--- src/rtl/assert_macros.svh ---
// Assertion helpers for the RTL files; hbv_core includes them.
// Each check is sampled on clk and is off while rst_n is low.
`ifndef ASSERT_MACROS_SVH
`define ASSERT_MACROS_SVH

// expr must hold at every clock edge
`define HBV_ASSERT_HOLDS(label, expr, msg) \
    label: assert property (@(posedge clk) disable iff (!rst_n) (expr)) \
        else $error(msg);

// when ante holds, cons must hold at the next clock edge
`define HBV_ASSERT_NEXT(label, ante, cons, msg) \
    label: assert property (@(posedge clk) disable iff (!rst_n) (ante) |=> (cons)) \
        else $error(msg);

`endif

--- src/rtl/hbv_pkg.sv ---
package hbv_pkg;

    localparam int BYTE_W       = 8;
    localparam int PART_W       = 2;
    localparam int BODY_W       = 32;
    localparam int STATUS_W     = 3;
    localparam int SUM_W        = 25;
    localparam int HDR_LIMIT_W  = 24;
    localparam int PLEN_W       = 5;
    localparam int APB_DATA_W   = 32;
    localparam int PADDR_W      = 4;
    localparam int REG_IDX_W    = 2;

    localparam int NAME_TABLE_SIZE          = 6;
    localparam int MAX_NAME_LEN             = 17;
    localparam int RESERVED_NAME_COUNT_DEF  = 6;

    localparam logic [SUM_W-1:0]  SUM_MAX   = '1;
    localparam logic [PLEN_W-1:0] PLEN_MAX  = '1;
    localparam logic [SUM_W:0]    HDR_EXTRA = (SUM_W+1)'(4);

    // part codes
    localparam logic [PART_W-1:0] PART_METHOD = 2'd0;
    localparam logic [PART_W-1:0] PART_NAME   = 2'd1;
    localparam logic [PART_W-1:0] PART_VALUE  = 2'd2;
    localparam logic [PART_W-1:0] PART_SKIP   = 2'd3;

    // status codes
    localparam logic [STATUS_W-1:0] ST_OK         = 3'd0;
    localparam logic [STATUS_W-1:0] ST_BAD_METHOD = 3'd1;
    localparam logic [STATUS_W-1:0] ST_BAD_NAME   = 3'd2;
    localparam logic [STATUS_W-1:0] ST_BAD_VALUE  = 3'd3;
    localparam logic [STATUS_W-1:0] ST_RESERVED   = 3'd4;
    localparam logic [STATUS_W-1:0] ST_HDR_LARGE  = 3'd5;
    localparam logic [STATUS_W-1:0] ST_BODY_LARGE = 3'd6;

    // register indexes
    localparam logic [REG_IDX_W-1:0] REG_MODE     = 2'd0;
    localparam logic [REG_IDX_W-1:0] REG_MAX_HDR  = 2'd1;
    localparam logic [REG_IDX_W-1:0] REG_MAX_BODY = 2'd2;

    localparam logic                   MODE_RESET     = 1'b1;
    localparam logic [HDR_LIMIT_W-1:0] MAX_HDR_RESET  = 24'd8192;
    localparam logic [BODY_W-1:0]      MAX_BODY_RESET = 32'd1048576;

    // reserved framing names, lower case, right-justified in each entry
    localparam logic [MAX_NAME_LEN*BYTE_W-1:0] RSV_TEXT [NAME_TABLE_SIZE] = '{
        (MAX_NAME_LEN*BYTE_W)'("host"),
        (MAX_NAME_LEN*BYTE_W)'("content-length"),
        (MAX_NAME_LEN*BYTE_W)'("transfer-encoding"),
        (MAX_NAME_LEN*BYTE_W)'("connection"),
        (MAX_NAME_LEN*BYTE_W)'("expect"),
        (MAX_NAME_LEN*BYTE_W)'("upgrade")
    };
    localparam logic [PLEN_W-1:0] RSV_LEN [NAME_TABLE_SIZE] = '{
        5'd4, 5'd14, 5'd17, 5'd10, 5'd6, 5'd7
    };

    typedef struct packed {
        logic                   request_mode;
        logic [HDR_LIMIT_W-1:0] hdr_limit;
        logic [BODY_W-1:0]      body_limit;
    } cfg_t;

    typedef struct packed {
        logic [BYTE_W-1:0] data_byte;
        logic [PART_W-1:0] part;
        logic              has_byte;
        logic              end_of_part;
        logic              end_of_message;
        logic [BODY_W-1:0] body_length;
    } item_t;

    typedef struct packed {
        logic  valid;
        item_t item;
    } stage_t;

    function automatic logic is_token_byte(input logic [BYTE_W-1:0] c);
        logic ok;
        ok = (c >= 8'h30 && c <= 8'h39) || (c >= 8'h41 && c <= 8'h5A)
          || (c >= 8'h61 && c <= 8'h7A);
        case (c)
            8'h21, 8'h23, 8'h24, 8'h25, 8'h26, 8'h27, 8'h2A, 8'h2B,
            8'h2D, 8'h2E, 8'h5E, 8'h5F, 8'h60, 8'h7C, 8'h7E: ok = 1'b1;
            default: ;
        endcase
        return ok;
    endfunction

    function automatic logic is_value_byte(input logic [BYTE_W-1:0] c);
        return (c == 8'h09) || (c >= 8'h20 && c != 8'h7F);
    endfunction

    function automatic logic [BYTE_W-1:0] to_lower(input logic [BYTE_W-1:0] c);
        return (c >= 8'h41 && c <= 8'h5A) ? c + 8'h20 : c;
    endfunction

    // character at position pos of reserved name idx; pos below its length
    function automatic logic [BYTE_W-1:0] rsv_char(input logic [2:0] idx,
                                                   input logic [PLEN_W-1:0] pos);
        logic [PLEN_W-1:0] back;
        back = RSV_LEN[idx] - pos - 5'd1;
        return BYTE_W'(RSV_TEXT[idx] >> {back, 3'b000});
    endfunction

    function automatic logic [STATUS_W-1:0] latch_err(input logic [STATUS_W-1:0] cur,
                                                      input logic [STATUS_W-1:0] code);
        return (cur == ST_OK) ? code : cur;
    endfunction

    function automatic logic [SUM_W-1:0] sat_add(input logic [SUM_W-1:0] s,
                                                 input logic [SUM_W:0]   n);
        logic [SUM_W:0] t;
        t = {1'b0, s} + n;
        return (t > {1'b0, SUM_MAX}) ? SUM_MAX : t[SUM_W-1:0];
    endfunction

endpackage

--- src/rtl/hbv_ifs.sv ---
interface hbv_item_if;
    logic                          valid;
    logic                          ready;
    logic [hbv_pkg::BYTE_W-1:0]    data_byte;
    logic [hbv_pkg::PART_W-1:0]    part;
    logic                          has_byte;
    logic                          end_of_part;
    logic                          end_of_message;
    logic [hbv_pkg::BODY_W-1:0]    body_length;

    modport source (output valid, data_byte, part, has_byte, end_of_part,
                    end_of_message, body_length, input ready);
    modport sink   (input valid, data_byte, part, has_byte, end_of_part,
                    end_of_message, body_length, output ready);
endinterface

interface hbv_result_if;
    logic                          valid;
    logic                          ready;
    logic [hbv_pkg::STATUS_W-1:0]  status;
    logic [hbv_pkg::SUM_W-1:0]     hdr_total;

    modport source (output valid, status, hdr_total, input ready);
    modport sink   (input valid, status, hdr_total, output ready);
endinterface

--- src/rtl/hbv_cfg.sv ---
module hbv_cfg (
    input  logic                           clk,
    input  logic                           rst_n,
    input  logic                           psel,
    input  logic                           penable,
    input  logic                           pwrite,
    input  logic [hbv_pkg::PADDR_W-1:0]    paddr,
    input  logic [hbv_pkg::APB_DATA_W-1:0] pwdata,
    output logic [hbv_pkg::APB_DATA_W-1:0] prdata,
    output logic                           pready,
    output hbv_pkg::cfg_t                  cfg
);
    import hbv_pkg::*;

    logic                   mode_reg, mode_next;
    logic [HDR_LIMIT_W-1:0] max_hdr_reg, max_hdr_next;
    logic [BODY_W-1:0]      max_body_reg, max_body_next;
    logic [REG_IDX_W-1:0]   idx;
    logic                   wr;

    assign pready = 1'b1;
    assign idx    = paddr[PADDR_W-1:2];
    assign wr     = psel && penable && pwrite && pready;

    always_comb
    begin
        mode_next     = mode_reg;
        max_hdr_next  = max_hdr_reg;
        max_body_next = max_body_reg;
        if (wr)
        begin
            case (idx)
                REG_MODE:     mode_next     = pwdata[0];
                REG_MAX_HDR:  max_hdr_next  = pwdata[HDR_LIMIT_W-1:0];
                REG_MAX_BODY: max_body_next = pwdata[BODY_W-1:0];
                default: ;
            endcase
        end
    end

    always_comb
    begin
        case (idx)
            REG_MODE:     prdata = APB_DATA_W'(mode_reg);
            REG_MAX_HDR:  prdata = APB_DATA_W'(max_hdr_reg);
            REG_MAX_BODY: prdata = APB_DATA_W'(max_body_reg);
            default:      prdata = '0;
        endcase
    end

    always_ff @(posedge clk or negedge rst_n)
    begin
        if (!rst_n)
        begin
            mode_reg     <= MODE_RESET;
            max_hdr_reg  <= MAX_HDR_RESET;
            max_body_reg <= MAX_BODY_RESET;
        end
        else
        begin
            mode_reg     <= mode_next;
            max_hdr_reg  <= max_hdr_next;
            max_body_reg <= max_body_next;
        end
    end

    assign cfg = '{request_mode: mode_reg, hdr_limit: max_hdr_reg,
                   body_limit: max_body_reg};

endmodule

--- src/rtl/hbv_in_stage.sv ---
module hbv_in_stage (
    input  logic            clk,
    input  logic            rst_n,
    hbv_item_if.sink        items,
    input  logic            advance,
    output hbv_pkg::stage_t stage
);
    import hbv_pkg::*;

    logic  valid_reg, valid_next;
    item_t item_reg, item_next;
    logic  load;

    assign items.ready = !valid_reg || advance;
    assign load        = items.valid && items.ready;

    always_comb
    begin
        valid_next = load ? 1'b1 : (advance ? 1'b0 : valid_reg);
        item_next  = item_reg;
        if (load)
        begin
            item_next = '{data_byte: items.data_byte, part: items.part,
                          has_byte: items.has_byte, end_of_part: items.end_of_part,
                          end_of_message: items.end_of_message,
                          body_length: items.body_length};
        end
    end

    always_ff @(posedge clk or negedge rst_n)
    begin
        if (!rst_n)
            valid_reg <= 1'b0;
        else
            valid_reg <= valid_next;
    end

    always_ff @(posedge clk)
    begin
        item_reg <= item_next;
    end

    assign stage = '{valid: valid_reg, item: item_reg};

endmodule

--- src/rtl/hbv_core.sv ---
module hbv_core #(
    parameter int RESERVED_NAME_COUNT = hbv_pkg::RESERVED_NAME_COUNT_DEF
) (
    input  logic            clk,
    input  logic            rst_n,
    input  hbv_pkg::cfg_t   cfg,
    input  hbv_pkg::stage_t stage,
    output logic            advance,
    hbv_result_if.source    results
);
    import hbv_pkg::*;
    `include "assert_macros.svh"

    localparam int CAND_W = (RESERVED_NAME_COUNT > NAME_TABLE_SIZE)
                          ? NAME_TABLE_SIZE : RESERVED_NAME_COUNT;
    localparam logic [CAND_W-1:0] CAND_ALL = '1;

    logic [STATUS_W-1:0] err_reg, err_next;
    logic [SUM_W-1:0]    sum_reg, sum_next;
    logic [PLEN_W-1:0]   plen_reg, plen_next;
    logic [CAND_W-1:0]   cand_reg, cand_next;
    logic                chars_ok_reg, chars_ok_next;
    logic                method_ok_reg, method_ok_next;
    logic                name_rsv_reg, name_rsv_next;

    logic                out_valid_reg, out_valid_next;
    logic [STATUS_W-1:0] status_reg, status_next;
    logic [SUM_W-1:0]    hdr_reg, hdr_next;

    item_t               it;
    logic                out_free;
    logic                out_load;
    logic                skip;
    logic                byte_ok;
    logic [BYTE_W-1:0]   low;
    logic                rsv_hit;
    logic [STATUS_W-1:0] final_err;

    assign it       = stage.item;
    assign out_free = !out_valid_reg || results.ready;
    assign advance  = stage.valid && (!it.end_of_message || out_free);
    assign out_load = advance && it.end_of_message;
    assign skip     = (it.part == PART_SKIP) || (it.part == PART_METHOD && !cfg.request_mode);
    assign low      = to_lower(it.data_byte);

    always_comb
    begin
        err_next       = err_reg;
        sum_next       = sum_reg;
        plen_next      = plen_reg;
        cand_next      = cand_reg;
        chars_ok_next  = chars_ok_reg;
        method_ok_next = method_ok_reg;
        name_rsv_next  = name_rsv_reg;
        byte_ok        = 1'b1;
        rsv_hit        = 1'b0;
        final_err      = err_reg;

        if (advance && it.end_of_message)
        begin
            if (cfg.request_mode && !method_ok_reg)
                final_err = latch_err(final_err, ST_BAD_METHOD);
            if (it.body_length > cfg.body_limit)
                final_err = latch_err(final_err, ST_BODY_LARGE);
            err_next       = ST_OK;
            sum_next       = '0;
            method_ok_next = 1'b0;
            name_rsv_next  = 1'b0;
            plen_next      = '0;
            cand_next      = CAND_ALL;
            chars_ok_next  = 1'b1;
        end
        else if (advance && !skip)
        begin
            // apply the byte first
            if (it.has_byte)
            begin
                byte_ok = (it.part == PART_VALUE) ? is_value_byte(it.data_byte)
                                                  : is_token_byte(it.data_byte);
                if (!byte_ok)
                    chars_ok_next = 1'b0;
                if (it.part == PART_NAME)
                begin
                    for (int i = 0; i < CAND_W; i++)
                    begin
                        if (plen_reg >= RSV_LEN[i] || rsv_char(3'(i), plen_reg) != low)
                            cand_next[i] = 1'b0;
                    end
                end
                if (it.part != PART_METHOD)
                    sum_next = sat_add(sum_next, (SUM_W+1)'(1));
                if (plen_reg != PLEN_MAX)
                    plen_next = plen_reg + 5'd1;
            end

            // then close the part
            if (it.end_of_part)
            begin
                if (it.part == PART_METHOD)
                begin
                    if (chars_ok_next && plen_next != '0)
                        method_ok_next = 1'b1;
                    else
                        err_next = latch_err(err_next, ST_BAD_METHOD);
                end
                else
                begin
                    if (cfg.request_mode && !method_ok_reg)
                        err_next = latch_err(err_next, ST_BAD_METHOD);
                    if (it.part == PART_NAME)
                    begin
                        if (!chars_ok_next || plen_next == '0)
                            err_next = latch_err(err_next, ST_BAD_NAME);
                        for (int i = 0; i < CAND_W; i++)
                        begin
                            if (cand_next[i] && RSV_LEN[i] == plen_next)
                                rsv_hit = 1'b1;
                        end
                        name_rsv_next = rsv_hit;
                    end
                    else
                    begin
                        if (!chars_ok_next)
                            err_next = latch_err(err_next, ST_BAD_VALUE);
                        if (name_rsv_reg)
                            err_next = latch_err(err_next, ST_RESERVED);
                        name_rsv_next = 1'b0;
                        sum_next = sat_add(sum_next, HDR_EXTRA);
                        if (sum_next > {1'b0, cfg.hdr_limit})
                            err_next = latch_err(err_next, ST_HDR_LARGE);
                    end
                end
                plen_next     = '0;
                cand_next     = CAND_ALL;
                chars_ok_next = 1'b1;
            end
        end
    end

    always_comb
    begin
        out_valid_next = out_load ? 1'b1 : (results.ready ? 1'b0 : out_valid_reg);
        status_next    = out_load ? final_err : status_reg;
        hdr_next       = out_load ? sum_reg : hdr_reg;
    end

    always_ff @(posedge clk or negedge rst_n)
    begin
        if (!rst_n)
        begin
            err_reg       <= ST_OK;
            sum_reg       <= '0;
            plen_reg      <= '0;
            cand_reg      <= CAND_ALL;
            chars_ok_reg  <= 1'b1;
            method_ok_reg <= 1'b0;
            name_rsv_reg  <= 1'b0;
            out_valid_reg <= 1'b0;
        end
        else
        begin
            err_reg       <= err_next;
            sum_reg       <= sum_next;
            plen_reg      <= plen_next;
            cand_reg      <= cand_next;
            chars_ok_reg  <= chars_ok_next;
            method_ok_reg <= method_ok_next;
            name_rsv_reg  <= name_rsv_next;
            out_valid_reg <= out_valid_next;
        end
    end

    always_ff @(posedge clk)
    begin
        status_reg <= status_next;
        hdr_reg    <= hdr_next;
    end

    assign results.valid     = out_valid_reg;
    assign results.status    = status_reg;
    assign results.hdr_total = hdr_reg;

    `HBV_ASSERT_HOLDS(a_load_into_free_slot, !out_load || out_free,
        "result loaded while the output register still holds a word")
    `HBV_ASSERT_NEXT(a_clear_after_message, out_load,
        err_reg == ST_OK && sum_reg == '0 && !method_ok_reg,
        "message state not cleared after message end")
    `HBV_ASSERT_NEXT(a_first_error_sticks, err_reg != ST_OK && !out_load,
        err_reg == $past(err_reg), "latched error changed inside a message")
    `HBV_ASSERT_NEXT(a_stalled_result_holds, out_valid_reg && !results.ready,
        out_valid_reg && status_reg == $past(status_reg),
        "pending result dropped or changed under stall")

endmodule

--- src/rtl/http_header_block_validator_top.sv ---
// HTTP header block validator.
// items (sink): one word per byte of a message's method, header names and
// header values, tagged by part, with end-of-part and end-of-message markers.
// An end-of-message word carries the body length and yields one result word.
// results (source): status (first error of the message, 0 when clean) and the
// saturating header byte total; no other word produces a result.
// APB port: request_mode at 0x0, hdr_limit at 0x4, body_limit at 0x8;
// pready is tied high, reads return the register value. Write registers
// only while no message is in flight.
// Throughput: one word per cycle. Every word passes an input register and a
// single pass of check logic; an end-of-message result is loaded into the
// result register, where it is valid and can be taken at the next edge.
// Reset clears the message state and loads register defaults (request mode,
// 8192 header bytes, 1 MiB body). When results stalls, the pending result
// holds; byte words keep flowing, and the next end-of-message word waits in
// the input register, which then backpressures items.
module http_header_block_validator_top #(
    parameter int RESERVED_NAME_COUNT = hbv_pkg::RESERVED_NAME_COUNT_DEF
) (
    input  logic                           clk,
    input  logic                           rst_n,
    hbv_item_if.sink                       items,
    hbv_result_if.source                   results,
    input  logic                           psel,
    input  logic                           penable,
    input  logic                           pwrite,
    input  logic [hbv_pkg::PADDR_W-1:0]    paddr,
    input  logic [hbv_pkg::APB_DATA_W-1:0] pwdata,
    output logic [hbv_pkg::APB_DATA_W-1:0] prdata,
    output logic                           pready
);
    import hbv_pkg::*;

    cfg_t   cfg;
    stage_t stage;
    logic   advance;

    // configuration registers
    hbv_cfg u_cfg (
        .clk     (clk),
        .rst_n   (rst_n),
        .psel    (psel),
        .penable (penable),
        .pwrite  (pwrite),
        .paddr   (paddr),
        .pwdata  (pwdata),
        .prdata  (prdata),
        .pready  (pready),
        .cfg     (cfg)
    );

    // input register; refills in the same cycle the core advances
    hbv_in_stage u_in (
        .clk     (clk),
        .rst_n   (rst_n),
        .items   (items),
        .advance (advance),
        .stage   (stage)
    );

    // per-word checks, running state and result register
    hbv_core #(
        .RESERVED_NAME_COUNT (RESERVED_NAME_COUNT)
    ) u_core (
        .clk     (clk),
        .rst_n   (rst_n),
        .cfg     (cfg),
        .stage   (stage),
        .advance (advance),
        .results (results)
    );

endmodule
--- src/flat_wrapper.sv ---
// flat-port wrapper written by rule: the top's interface ports become plain ports
module http_header_block_validator_top_flat import hbv_pkg::*;
#(
    parameter int RESERVED_NAME_COUNT = hbv_pkg::RESERVED_NAME_COUNT_DEF
)
  (clk, rst_n, psel, penable, pwrite, paddr, pwdata, prdata, pready, items_valid, items_data_byte, items_part, items_has_byte, items_end_of_part, items_end_of_message, items_body_length, items_ready, results_valid, results_status, results_hdr_total, results_ready);
  hbv_item_if items_i ();
  hbv_result_if results_i ();
  input  logic clk;
  input  logic rst_n;
  input  logic psel;
  input  logic penable;
  input  logic pwrite;
  input  logic [hbv_pkg::PADDR_W-1:0] paddr;
  input  logic [hbv_pkg::APB_DATA_W-1:0] pwdata;
  output logic [hbv_pkg::APB_DATA_W-1:0] prdata;
  output logic pready;
  input wire logic [$bits(items_i.valid)-1:0] items_valid;
  input wire logic [$bits(items_i.data_byte)-1:0] items_data_byte;
  input wire logic [$bits(items_i.part)-1:0] items_part;
  input wire logic [$bits(items_i.has_byte)-1:0] items_has_byte;
  input wire logic [$bits(items_i.end_of_part)-1:0] items_end_of_part;
  input wire logic [$bits(items_i.end_of_message)-1:0] items_end_of_message;
  input wire logic [$bits(items_i.body_length)-1:0] items_body_length;
  output wire logic [$bits(items_i.ready)-1:0] items_ready;
  output wire logic [$bits(results_i.valid)-1:0] results_valid;
  output wire logic [$bits(results_i.status)-1:0] results_status;
  output wire logic [$bits(results_i.hdr_total)-1:0] results_hdr_total;
  input wire logic [$bits(results_i.ready)-1:0] results_ready;
  assign items_i.valid = items_valid;
  assign items_i.data_byte = items_data_byte;
  assign items_i.part = items_part;
  assign items_i.has_byte = items_has_byte;
  assign items_i.end_of_part = items_end_of_part;
  assign items_i.end_of_message = items_end_of_message;
  assign items_i.body_length = items_body_length;
  assign items_ready = items_i.ready;
  assign results_valid = results_i.valid;
  assign results_status = results_i.status;
  assign results_hdr_total = results_i.hdr_total;
  assign results_i.ready = results_ready;
  http_header_block_validator_top #(.RESERVED_NAME_COUNT(RESERVED_NAME_COUNT)) u_core (.clk(clk), .rst_n(rst_n), .items(items_i), .results(results_i), .psel(psel), .penable(penable), .pwrite(pwrite), .paddr(paddr), .pwdata(pwdata), .prdata(prdata), .pready(pready));
endmodule
--- config.mk ---
export PLATFORM = sky130hd
export DESIGN_NAME = http_header_block_validator_top_flat
export DESIGN_NICKNAME = d
export VERILOG_FILES = /design/src/rtl/hbv_pkg.sv /design/src/rtl/hbv_ifs.sv /design/src/rtl/hbv_cfg.sv /design/src/rtl/hbv_in_stage.sv /design/src/rtl/hbv_core.sv /design/src/rtl/http_header_block_validator_top.sv /design/src/flat_wrapper.sv
export VERILOG_INCLUDE_DIRS = /design/src /design/src/rtl
export SDC_FILE = /design/constraint.sdc
export NUM_CORES = 1
export LEC_CHECK = 0
export BUFFER_PORTS_ARGS = -buffer_cell sky130_fd_sc_hd__buf_4
export CAP_MARGIN = 10
export CELL_PAD_IN_SITES_DETAIL_PLACEMENT = 1
export CELL_PAD_IN_SITES_GLOBAL_PLACEMENT = 1
export CORE_ASPECT_RATIO = 1.5
export CORE_MARGIN = 2
export CORE_UTILIZATION = 41
export DETAILED_ROUTE_END_ITERATION = 8
export GPL_TIMING_DRIVEN = 0
export PLACE_DENSITY_LB_ADDON = 0.1
export RECOVER_POWER = 50
export SLEW_MARGIN = 0
export SYNTH_ARGS = -nofsm -noshare
export SYNTH_HDL_FRONTEND = slang
export SYNTH_SLANG_ARGS = --single-unit
--- constraint.sdc ---
create_clock -name clk -period 4.9 [get_ports clk]
set_clock_uncertainty 0.15 [all_clocks]
set_input_delay 0 -clock clk [delete_from_list [all_inputs] [get_ports clk]]
set_output_delay 0 -clock clk [all_outputs]
set_load 0.01 [all_outputs]
After elaboration in Yosys (flattened, before gate mapping) --
Index checks and enable logic that the tools add are counted. W data, S select, Z words.
Operators by class: $add $sub $neg 16, reduce and logical (&&, ||, !) cells 63, order comparisons 17, eq/ne operators 37, mux-type cells 98, shifts and indexed selects 6
Operators by type and width (number):
- $mux W25 | 11
- $shr A135 B8 Y8 const A | 1
- $shr A111 B8 Y8 const A | 1
- $mux W3 | 33
- $pmux W32 S3 | 1
- $eq A8 B6 Y1 const B | 10
- $shr A79 B8 Y8 const A | 1
- $shr A55 B8 Y8 const A | 1
- $gt A26 B25 Y1 const B | 2
- $ne A8 B8 Y1 | 6
- $shr A47 B8 Y8 const A | 1
- $mux W6 | 7
- $eq A8 B7 Y1 const B | 5
- $mux W1 | 38
- $mux W5 | 7
- $gt A32 B32 Y1 | 1
- $shr A31 B8 Y8 const A | 1
- $sub A5 B1 Y5 const B | 6
- $add A25 B1 Y26 const B | 1
- $add A25 B3 Y26 const B | 1
- $gt A25 B24 Y1 | 1
- $logic_and A1 B1 Y1 | 19
- $ge A8 B6 Y1 const B | 2
- $ge A8 B7 Y1 const B | 2
- 32 further kinds | 78
Storage, ports and cells: output and inout port bits 63, bits of input ports 88, flip-flop bits (word level) 174

Logic depth before layout (Yosys ltp) --
Gate-level depths: netlist (run 1).
word-level depth 35, gate-level depth with buffers 24, gate-level depth less buffers 20

Cells and area by module --
Synthesis (run 1) repeated with hierarchy kept, for this count alone.
Unflattened totals: cell total of the unflattened synthesis 1360, area, all modules 12836.1 um^2
By module, submodules not included:
- hbv_core | times used 1, area each 8922.3 um^2, cells each 1143
- hbv_cfg | times used 1, area each 2501.1 um^2, cells each 167
- hbv_in_stage | times used 1, area each 1412.6 um^2, cells each 50

Least setup slack after synthesis (run 1) --
OpenSTA, ideal clock, no wires.
kind register to register, from register u_core.u_core.sum_reg[13], to register u_core.u_core.err_reg[0], path buffers 3, period minus slack after synthesis 5.123 ns, arrival 4.804 ns, stages on the path, launching flop included 24, path slack -0.223 ns, path through dfrtp_1 buf_4 nand4_4 or4_4 or4_1 clkbuf_1 o21ai_0 ha_1 and3_1 buf_2 nand4_1 nor2_1 xor2_1 nand2_1 ha_1 a21o_1 a21o_1 a21oi_1 o21ai_0 or3_1 o21ai_0 o221ai_1 o21ai_1 a211oi_1
On the way: longest elaborated chain between the ends 17
RTL lines:
- from (decl) | RTL line hbv_core.sv:19 | logic [SUM_W-1:0] sum_reg, sum_next;
- from (signal assigned) | RTL line hbv_core.sv:163 | sum_reg <= sum_next;
- $add A25 B1 Y26 | RTL line hbv_pkg.sv:115 | t = {1'b0, s} + n;
- $gt A26 B25 Y1 | RTL line hbv_pkg.sv:116 | return (t > {1'b0, SUM_MAX}) ? SUM_MAX : t[SUM_W-1:0];
- $mux W25 | RTL line hbv_pkg.sv:116
- $mux W25 | RTL line hbv_core.sv:90 | if (it.part != PART_METHOD)
- $mux W25 (*) | RTL line hbv_core.sv:76 | if (it.has_byte)
- $mux W25 (*) | RTL line hbv_core.sv:73 | else if (advance && !skip)
- $mux W25 (*) | RTL line hbv_core.sv:59 | if (advance && it.end_of_message)
- $add A25 B3 Y26 (*) | RTL line hbv_pkg.sv:115
- $gt A26 B25 Y1 | RTL line hbv_pkg.sv:116
- $mux W25 (*) | RTL line hbv_pkg.sv:116
- $gt A25 B24 Y1 (*) | RTL line hbv_core.sv:129 | if (sum_next > {1'b0, cfg.hdr_limit})
- $mux W3 (*) | RTL line hbv_core.sv:129
- $mux W3 (*) | RTL line hbv_core.sv:110 | if (it.part == PART_NAME)
- $mux W3 (*) | RTL line hbv_core.sv:99 | if (it.part == PART_METHOD)
- $mux W3 (*) | RTL line hbv_core.sv:97 | if (it.end_of_part)
- $mux W3 (*) | RTL line hbv_core.sv:73
- $mux W3 (*) | RTL line hbv_core.sv:59
- to (signal assigned) | RTL line hbv_core.sv:162 | err_reg <= err_next;
- to (decl) | RTL line hbv_core.sv:18 | logic [STATUS_W-1:0] err_reg, err_next;
Mark *: on every way between the ends. The rest lies on a longest branch, timed or not. The select of a mux whose other input is x is not followed. A chain may end at the register's enable or synchronous reset.

Final worst setup path (run 1) --
from register u_core.u_core.sum_reg[0], to register u_core.u_core.err_reg[0]
Same word-level chain as after synthesis.

==> metrics.md, run 1 <==
| Metric | Value |
|---|---|
| Status | finished with violations |
| Failing checks | capacitance limit, slew limit, setup timing |
| Inserted Diodes | 0 |
| Slew @ Worst Pin | 2400 ps |
| Design Area, Final | 16010 um2 |
| DP Area | 14070 um2 |
| Final Cycle Share | 101.2% |
| RSZ-0062 raised after global routing | true |
| Ys async rst share | between 50 and 60% |
| H-tree depth | 4 |
| Max-slew violations | 81 |
| Fin crit period | 4957 ps |
| Pleak | 6.812 nW |
| Layout net count | 1864 |
| # rows | 77 |
| Relative slew slack | -59.98% |
| Fillers | around 3400 |
| Post-synth EDFFs | 73 |
| Initial antenna violation count | 0 |
| Syn-to-layout area delta | 29.77% |
| Max rail drop VDD | approximately 0.29 mV |
| HP Start | items_body_length[17] |
| Total track usage | between 30% and 40% |
| Clock latency on the worst-skew pair | 470 ps |
| Largest net degree at the start of global routing | 57 |
| Final ANT Viol Nets | 0 |
| Hold Path Class | in -> reg |
| Critical Path End Type | flop |
| Pwr Density | approximately 280 nW/um2 |
| Max FFs per register | 45 |
| Final Wtd Congestion | 0.9064 |
| Hpwl dp | 32.76 mm |
| Via count | ~12000 |
| Drt pass-1 iters | 5 |
| Worst slack at placement | -1448 ps |
| Layout cells sized above 1 | between 15 and 20% |
| Critical path class | reg -> reg |
| CP max stage cell | or4_4 |
| Final setup violation count | 2 |
| DRC errors left | 0 |
| CP Launch Type | flop |
| Initial core utilization | a little over two fifths |
| Die H | 216.5 um |
| Mapped Cells | about 1400 |
| Dominant synthesized flop cell | dfrtp_1 |
| Cts bufs inserted | 17 |
| Fin. Hold Viols | 0 |
| Input/output buffers | 147 |
| Clock sinks | 174 |
| Maximum root-to-sink buffer count | 2 |
| Distinct cells, synth | 89 |
| Total negative slack | -82.03 ps |
| Register clock-pin slew on the reported worst setup and hold paths | 80 ps |
| Setup ws final | -57.45 ps |
| Critical path origin | u_core.u_core.sum_reg[0] |
| Area of the die | 31530 um2 |
| Yosys reg bits | 174 |
| Worst r2r src | u_core.u_core.sum_reg[0] |
| Maximum capacitance violations | 2 |
| Io pins | 151 |
| R2R Setup Slk | -60 ps |
| Core Footprint | 29580 um2 |
| Die Wd | 145.6 um |
| CP cell instances | clkbuf_8 -> and4_4 -> nand4_1 -> or4_4 -> clkbuf_16 -> o21ai_4 -> ha_4 -> and3_4 -> nand4_1 -> nor2_2 -> xor2_1 -> nand2_1 -> ha_1 -> a21o_1 -> a21o_1 -> a21oi_2 -> o21ai_1 -> or3_1 -> o21ai_2 -> o221ai_2 -> o21ai_2 -> a211oi_2 |
| Max incr delay on CP | 620 ps |
| Global-route wire length before repair | roughly 75 mm |
| Sequential area share after synthesis | approximately two fifths |
| Max Freq | 0.2017 GHz |
| WP data required | 5070 ps |
| Syn Area/Cell | ~8.8 um2 |
| Grt ovf | 0 |
| Post-synthesis net count | approximately 1600 |
| 1st-iter DRT viols | 730 |
| Routed WL per cell | ~22 um |
| CP Max Fanout | 7 |
| Routed wire length | about 47 mm |
| Via-per-instance ratio | between 5 and 6 |
| Root buf cell | clkbuf_16 |
| Worst EP arrival | 5130 ps |
| Yosys warns | 0 |
| Cell area after synthesis | 12340 um2 |
| Vias in the first global route | 13175 |
| CTS tree | built |
[metrics by stage]
stage / total power [mW] / util [%] / instances / hold slack [ps]
6_report: 4.409 / 54.14 / 2105 / 116.4
5_1_grt: 4.630 / 54.14 / 2105 / 115.1
4_1_cts: 4.403 / 54.35 / 2099 / 23.54
3_5_place_dp: 3.023 / 47.59 / 1942 / -80.33
3_3_place_gp: 2.973 / 47.34 / 1938 / 28.01
2_1_floorplan: 2.546 / - / 1396 / -445.6
[cell type report]
class                           count  area, um2  share of cell area (%)
Buffer                             82      437.9                   2.735
Clock buffer                       20      456.7                   2.852
Clock inverter                     12      81.33                  0.5079
Inverter                           84      319.1                   1.992
Multi-Input combinational cell   1046       7179                   44.84
Sequential cell                   174       4746                   29.64
Tap cell                          395      494.2                   3.086
Timing Repair Buffer              292       2298                   14.35
[report_power, final]
| part | leakage, nW | internal, mW | total (mW) | switching (mW) |
|---|---|---|---|---|
| logic | 4.61 | 0.526 | 1.26 | 0.735 |
| clock network | 0.262 | 0.675 | 1.30 | 0.625 |
| registers | 1.94 | 1.72 | 1.85 | 0.129 |
| total | 6.81 | 2.92 | 4.41 | 1.49 |
[critical path, delay by kind of cell (launching register included)]
family | cells | cell delay, ps
and+or+nand+nor | 8 | 2110
AOI/OAI and AO/OA | 9 | 1140
adders and majority gates | 2 | 450
DFF | 1 | 430
buffers and inverters | 2 | 360
xor gates and xnor gates | 1 | 160
[metal layers]
metal | GRT usage [%] | share of wire, % | vias to the layer above | routed length [um]
met5 | 0 | 0 | - | 0
met2 | 55.10 | 52 | 406 | 24430
li1 | - | - | 5737 | -
met3 | 4.295 | 4.2 | 117 | 1990
met1 | 35.42 | 40 | 6125 | 18710
met4 | 12.81 | 4.0 | 0 | 1868
[placed cells by master, fill, tap and decap left out, types with 12 or more instances in the layout]
master	synthesis	routed
nand2_1	161	160
buf_4	4	120
o21ai_0	119	113
clkbuf_1	74	94
dlygate4sd3_1	0	88
inv_1	81	81
dfrtp_1	91	80
ha_1	79	77
nor2_1	79	74
edfxtp_1	73	73
a21oi_1	66	63
clkbuf_4	0	44
nand3_1	41	38
xnor2_1	36	36
nand4_1	34	34
a21o_1	31	31
nor3_1	30	28
a22o_1	28	28
a31oi_1	24	23
nor2b_1	20	20
clkbuf_16	0	18
and2_1	19	18
nor4_1	23	16
xor2_1	15	15
mux2i_1	18	15
o31ai_1	14	13
and3_1	15	12
nand2b_1	12	12
[synth_stat cells, drive strengths merged (8+ instances only)]
cell | number | share of area (%)
a21oi | 66 | 2.7
mux2 | 9 | 0.82
clkbuf | 74 | 2.3
nand2 | 162 | 4.9
nor2b | 20 | 1.0
nor4 | 25 | 1.4
inv | 81 | 2.5
nand2b | 12 | 0.61
nand3 | 41 | 1.7
xnor2 | 36 | 2.6
buf | 18 | 0.96
dfstp | 10 | 2.1
and3 | 15 | 0.76
nor3 | 31 | 1.3
edfxtp | 73 | 18
nand4 | 36 | 2.0
o31ai | 14 | 0.85
xor2 | 15 | 1.1
o21ai | 123 | 5.0
and2 | 19 | 0.96
o211ai | 10 | 0.61
mux2i | 18 | 1.5
a211oi | 12 | 0.73
ha | 79 | 8.0
dfrtp | 91 | 18
a21o | 31 | 1.9
or3 | 8 | 0.41
a22o | 28 | 2.0
nor2 | 79 | 2.4
a31oi | 24 | 1.2
[cells by family after synthesis]
group                      count (synthesis)  share of synthesized area [%]
and+or+nand+nor                          483                          19.97
AOI/OAI and AO/OA                        402                          21.53
buffers and inverters                    176                          5.770
DFF                                      174                          38.35
adders and majority gates                 80                          8.092
xor gates and xnor gates                  52                          3.802
muxes                                     28                          2.464
other                                      1                        0.03039
[timing repair]
item | 4_1_cts | 5_1_grt
buffers inserted | 47 | 5
resized for setup | 76 | 19
setup endpoints to repair | 3 | 4
hold buffers | 88 | 0
pin swaps | 30 | 5
hold endpoints to repair | 203 | 0
[path summary, 6_finish.rpt]
path | end | cells after the start
max | u_core.u_core.err_reg[0] | 22
min | u_core.u_in.stage[17] | 2
max reg2reg | u_core.u_core.err_reg[0] | 22
min reg2reg | u_core.u_core.results.hdr_total[9] | 0
max in group asynchronous | u_core.u_core.sum_reg[11] | 4
min in group asynchronous | u_core.u_core.sum_reg[0] | 3
Power figures use the tool's default switching activity.
==> run 2: changes to the inputs <==
- PLACE_DENSITY: not set -> 0.88
- PLACE_DENSITY_LB_ADDON: 0.1 -> not set
==> metrics.md, run 2 (synthesized netlist as in run 1, its figures left out) <==
| Metric | Value |
|---|---|
| Max FFs per register | 45 (unchanged) |
| Io pins | 151 (unchanged) |
| DRC errors left | 0 (unchanged) |
| # rows | 77 (unchanged) |
| Routed wire length | 56.45 mm (+20%) |
| Status | finished with violations |
| Pleak | 7.152 nW (+5.0%) |
| Slew @ Worst Pin | 3062 ps (+662.0 ps) |
| Area of the die | 31530 um2 (unchanged) |
| Utilization after layout | 56.01% (+1.9 points) |
| Max rail drop VDD | 0.3518 mV (+23%) |
| Worst EP arrival | 5610 ps (+480 ps) |
| Pwr Density | 285.0 nW/um2 (+3.5%) |
| CTS tree | built |
| Fin. Hold Viols | 0 (unchanged) |
| Initial core utilization | 41.72% (unchanged) |
| Final ANT Viol Nets | 0 (unchanged) |
| Final setup violation count | 3 (+1) |
| Via count | 13621 (+10%) |
| Critical path class | reg -> reg |
| Hpwl dp | 33.76 mm (+3.0%) |
| Critical Path End Type | flop |
| CP Launch Type | flop |
| Largest net degree at the start of global routing | 58 (+1.8%) |
| Total power | 4.721 mW (+7.1%) |
| Layout cells sized above 1 | 22.62% (+4.5 points) |
| Layout net count | 1896 (+1.7%) |
| Setup ws final | -522.7 ps (-465.3 ps) |
| Hold Path Class | in -> reg |
| Final Cycle Share | 110.7% (+9.5 points) |
| Clock latency on the worst-skew pair | 480 ps (about the same) |
| CP Max Fanout | 8 (+1) |
| Commonest cells after routing, fill and taps aside | buf_4 (184), nand2_1 (158), o21ai_0 (114) |
| Maximum capacitance violations | 2 (unchanged) |
| Vias in the first global route | 14615 (+11%) |
| Drt pass-1 iters | 8 (+3) |
| WP data required | 5080 ps (about the same) |
| Cts bufs inserted | 17 (unchanged) |
| Fillers | 3398 (-1.5%) |
| Root buf cell | clkbuf_16 |
| 1st-iter DRT viols | 1028 (+41%) |
| Core Footprint | 29580 um2 (unchanged) |
| Maximum root-to-sink buffer count | 2 (unchanged) |
| Most common cell after layout, fill and taps aside | buf_4 |
| Die H | 216.5 um (unchanged) |
| R2R Setup Slk | -520 ps (-470 ps) |
| Routed WL per cell | 26.42 um (+18%) |
| Max-slew violations | 96 (+19%) |
| Syn-to-layout area delta | 34.25% |
| Final Wtd Congestion | 0.9526 (+5.1%) |
| Grt ovf | 0 (unchanged) |
| Die Wd | 145.6 um (unchanged) |
| Total track usage | 34.54% (+4.3 points) |
| Clock sinks | 174 (unchanged) |
| Hold slack | 102.0 ps (-14.42 ps) |
| Relative slew slack | -104.1% (-44 points) |
| Input/output buffers | 147 (unchanged) |
| Fin crit period | 5423 ps (+465.3 ps) |
| Failing checks | capacitance limit, slew limit, setup timing |
| Global-route wire length before repair | 84.66 mm (+13%) |
| Max Freq | 0.1844 GHz (-8.6%) |
| Via-per-instance ratio | 6.374 (+8.3%) |
| Inserted Diodes | 0 (unchanged) |
| Register clock-pin slew on the reported worst setup and hold paths | 70 ps (about the same) |
| Initial antenna violation count | 0 (unchanged) |
| H-tree depth | 4 (unchanged) |
| RSZ-0062 raised after global routing | true |
-- run 2: changes by cell type in the layout (fill, tap and decap cells not counted), moves of 3 or more --
cell / before / now
ha_4: 2 / 5
ha_1: 77 / 74
buf_4: 120 / 184
bufinv_16: 0 / 3
nor3_2: 1 / 4
nor3_1: 28 / 25
clkbuf_1: 94 / 63
o21ai_1: 5 / 2
-- run 2: power by group --
| part | internal [mW] | switching, mW | total (mW) |
|---|---|---|---|
| clock | 0.824 | 0.656 | 1.48 |
| sequential | 1.72 | 0.151 | 1.87 |
| combinational | 0.559 | 0.812 | 1.37 |
| total | 3.10 | 1.62 | 4.72 |
-- run 2: routing by layer --
layer / GRT usage (%) / part of all wire, % / wire length (um)
met1: 35.90 / 34 / 19250
met2: 62.01 / 50 / 28260
met3: 5.242 / 6.4 / 3641
met4: 27.16 / 9.4 / 5306
met5: 0 / 0 / 0
-- run 2: path summary, 6_finish.rpt --
kind	start	depth (start not counted)	to
setup / recovery	u_core.u_in.stage[36]	21	u_core.u_core.err_reg[0]
hold / removal	pwrite	4	u_core.u_cfg.max_body_reg[0]
hold reg to reg	u_core.u_core.sum_reg[10]	0	u_core.u_core.results.hdr_total[10]
setup reg to reg	u_core.u_in.stage[36]	21	u_core.u_core.err_reg[0]
min in group asynchronous	rst_n	2	u_core.u_core.cand_reg[3]
max in group asynchronous	rst_n	3	u_core.u_core.sum_reg[7]
-- run 2: worst max-delay path, cell delays in order (launching register included) --
cell      delay (ps)
edfxtp_1         560
o21a_2           280
nand4_1          230
buf_4            240
nor4_4           250
buf_4            210
a21oi_1          100
nor3_4           410
buf_4            230
nand4_1          230
nor2_1           300
o21ai_1          160
o21ai_0          160
ha_1             310
a21o_1           190
a21oi_2          150
o21ai_2           80
or3_4            390
o21ai_4          210
o221ai_2         150
o21ai_2          190
a211oi_2          80
-- run 2: final cells by class --
class | count | area (um2) | area share, %
clock buffer | 18 | 439.2 | 2.651
timing repair buffer | 322 | 2651 | 16.00
multi-input combinational | 1046 | 7303 | 44.09
clock inverter | 14 | 177.7 | 1.073
buffer | 84 | 432.9 | 2.613
inverter | 84 | 319.1 | 1.926
tap | 395 | 494.2 | 2.983
sequential | 174 | 4748 | 28.66
-- run 2: metrics by stage --
step                      TNS, ps  instances  area, um2  worst slack, ps
final                       -1135       2137      16570           -522.7
after global routing        -1490       2137      16570           -635.2
after detailed placement    -2970       1941      14050            -1507
after CTS                  -130.3       2126      16370           -80.91
after global placement      -2834       1938      14000            -1432
after floorplan            -9.604       1396      12400           -9.604
-- run 2: timing repair --
| item | in CTS | in global routing |
|---|---|---|
| endpoints found under the hold margin | 212 | 0 |
| buffers inserted | 74 | 13 |
| gates resized for setup | 70 | 35 |
| endpoints found under the setup margin | 3 | 6 |
| pin swaps | 31 | 19 |
| hold buffers | 88 | 0 |
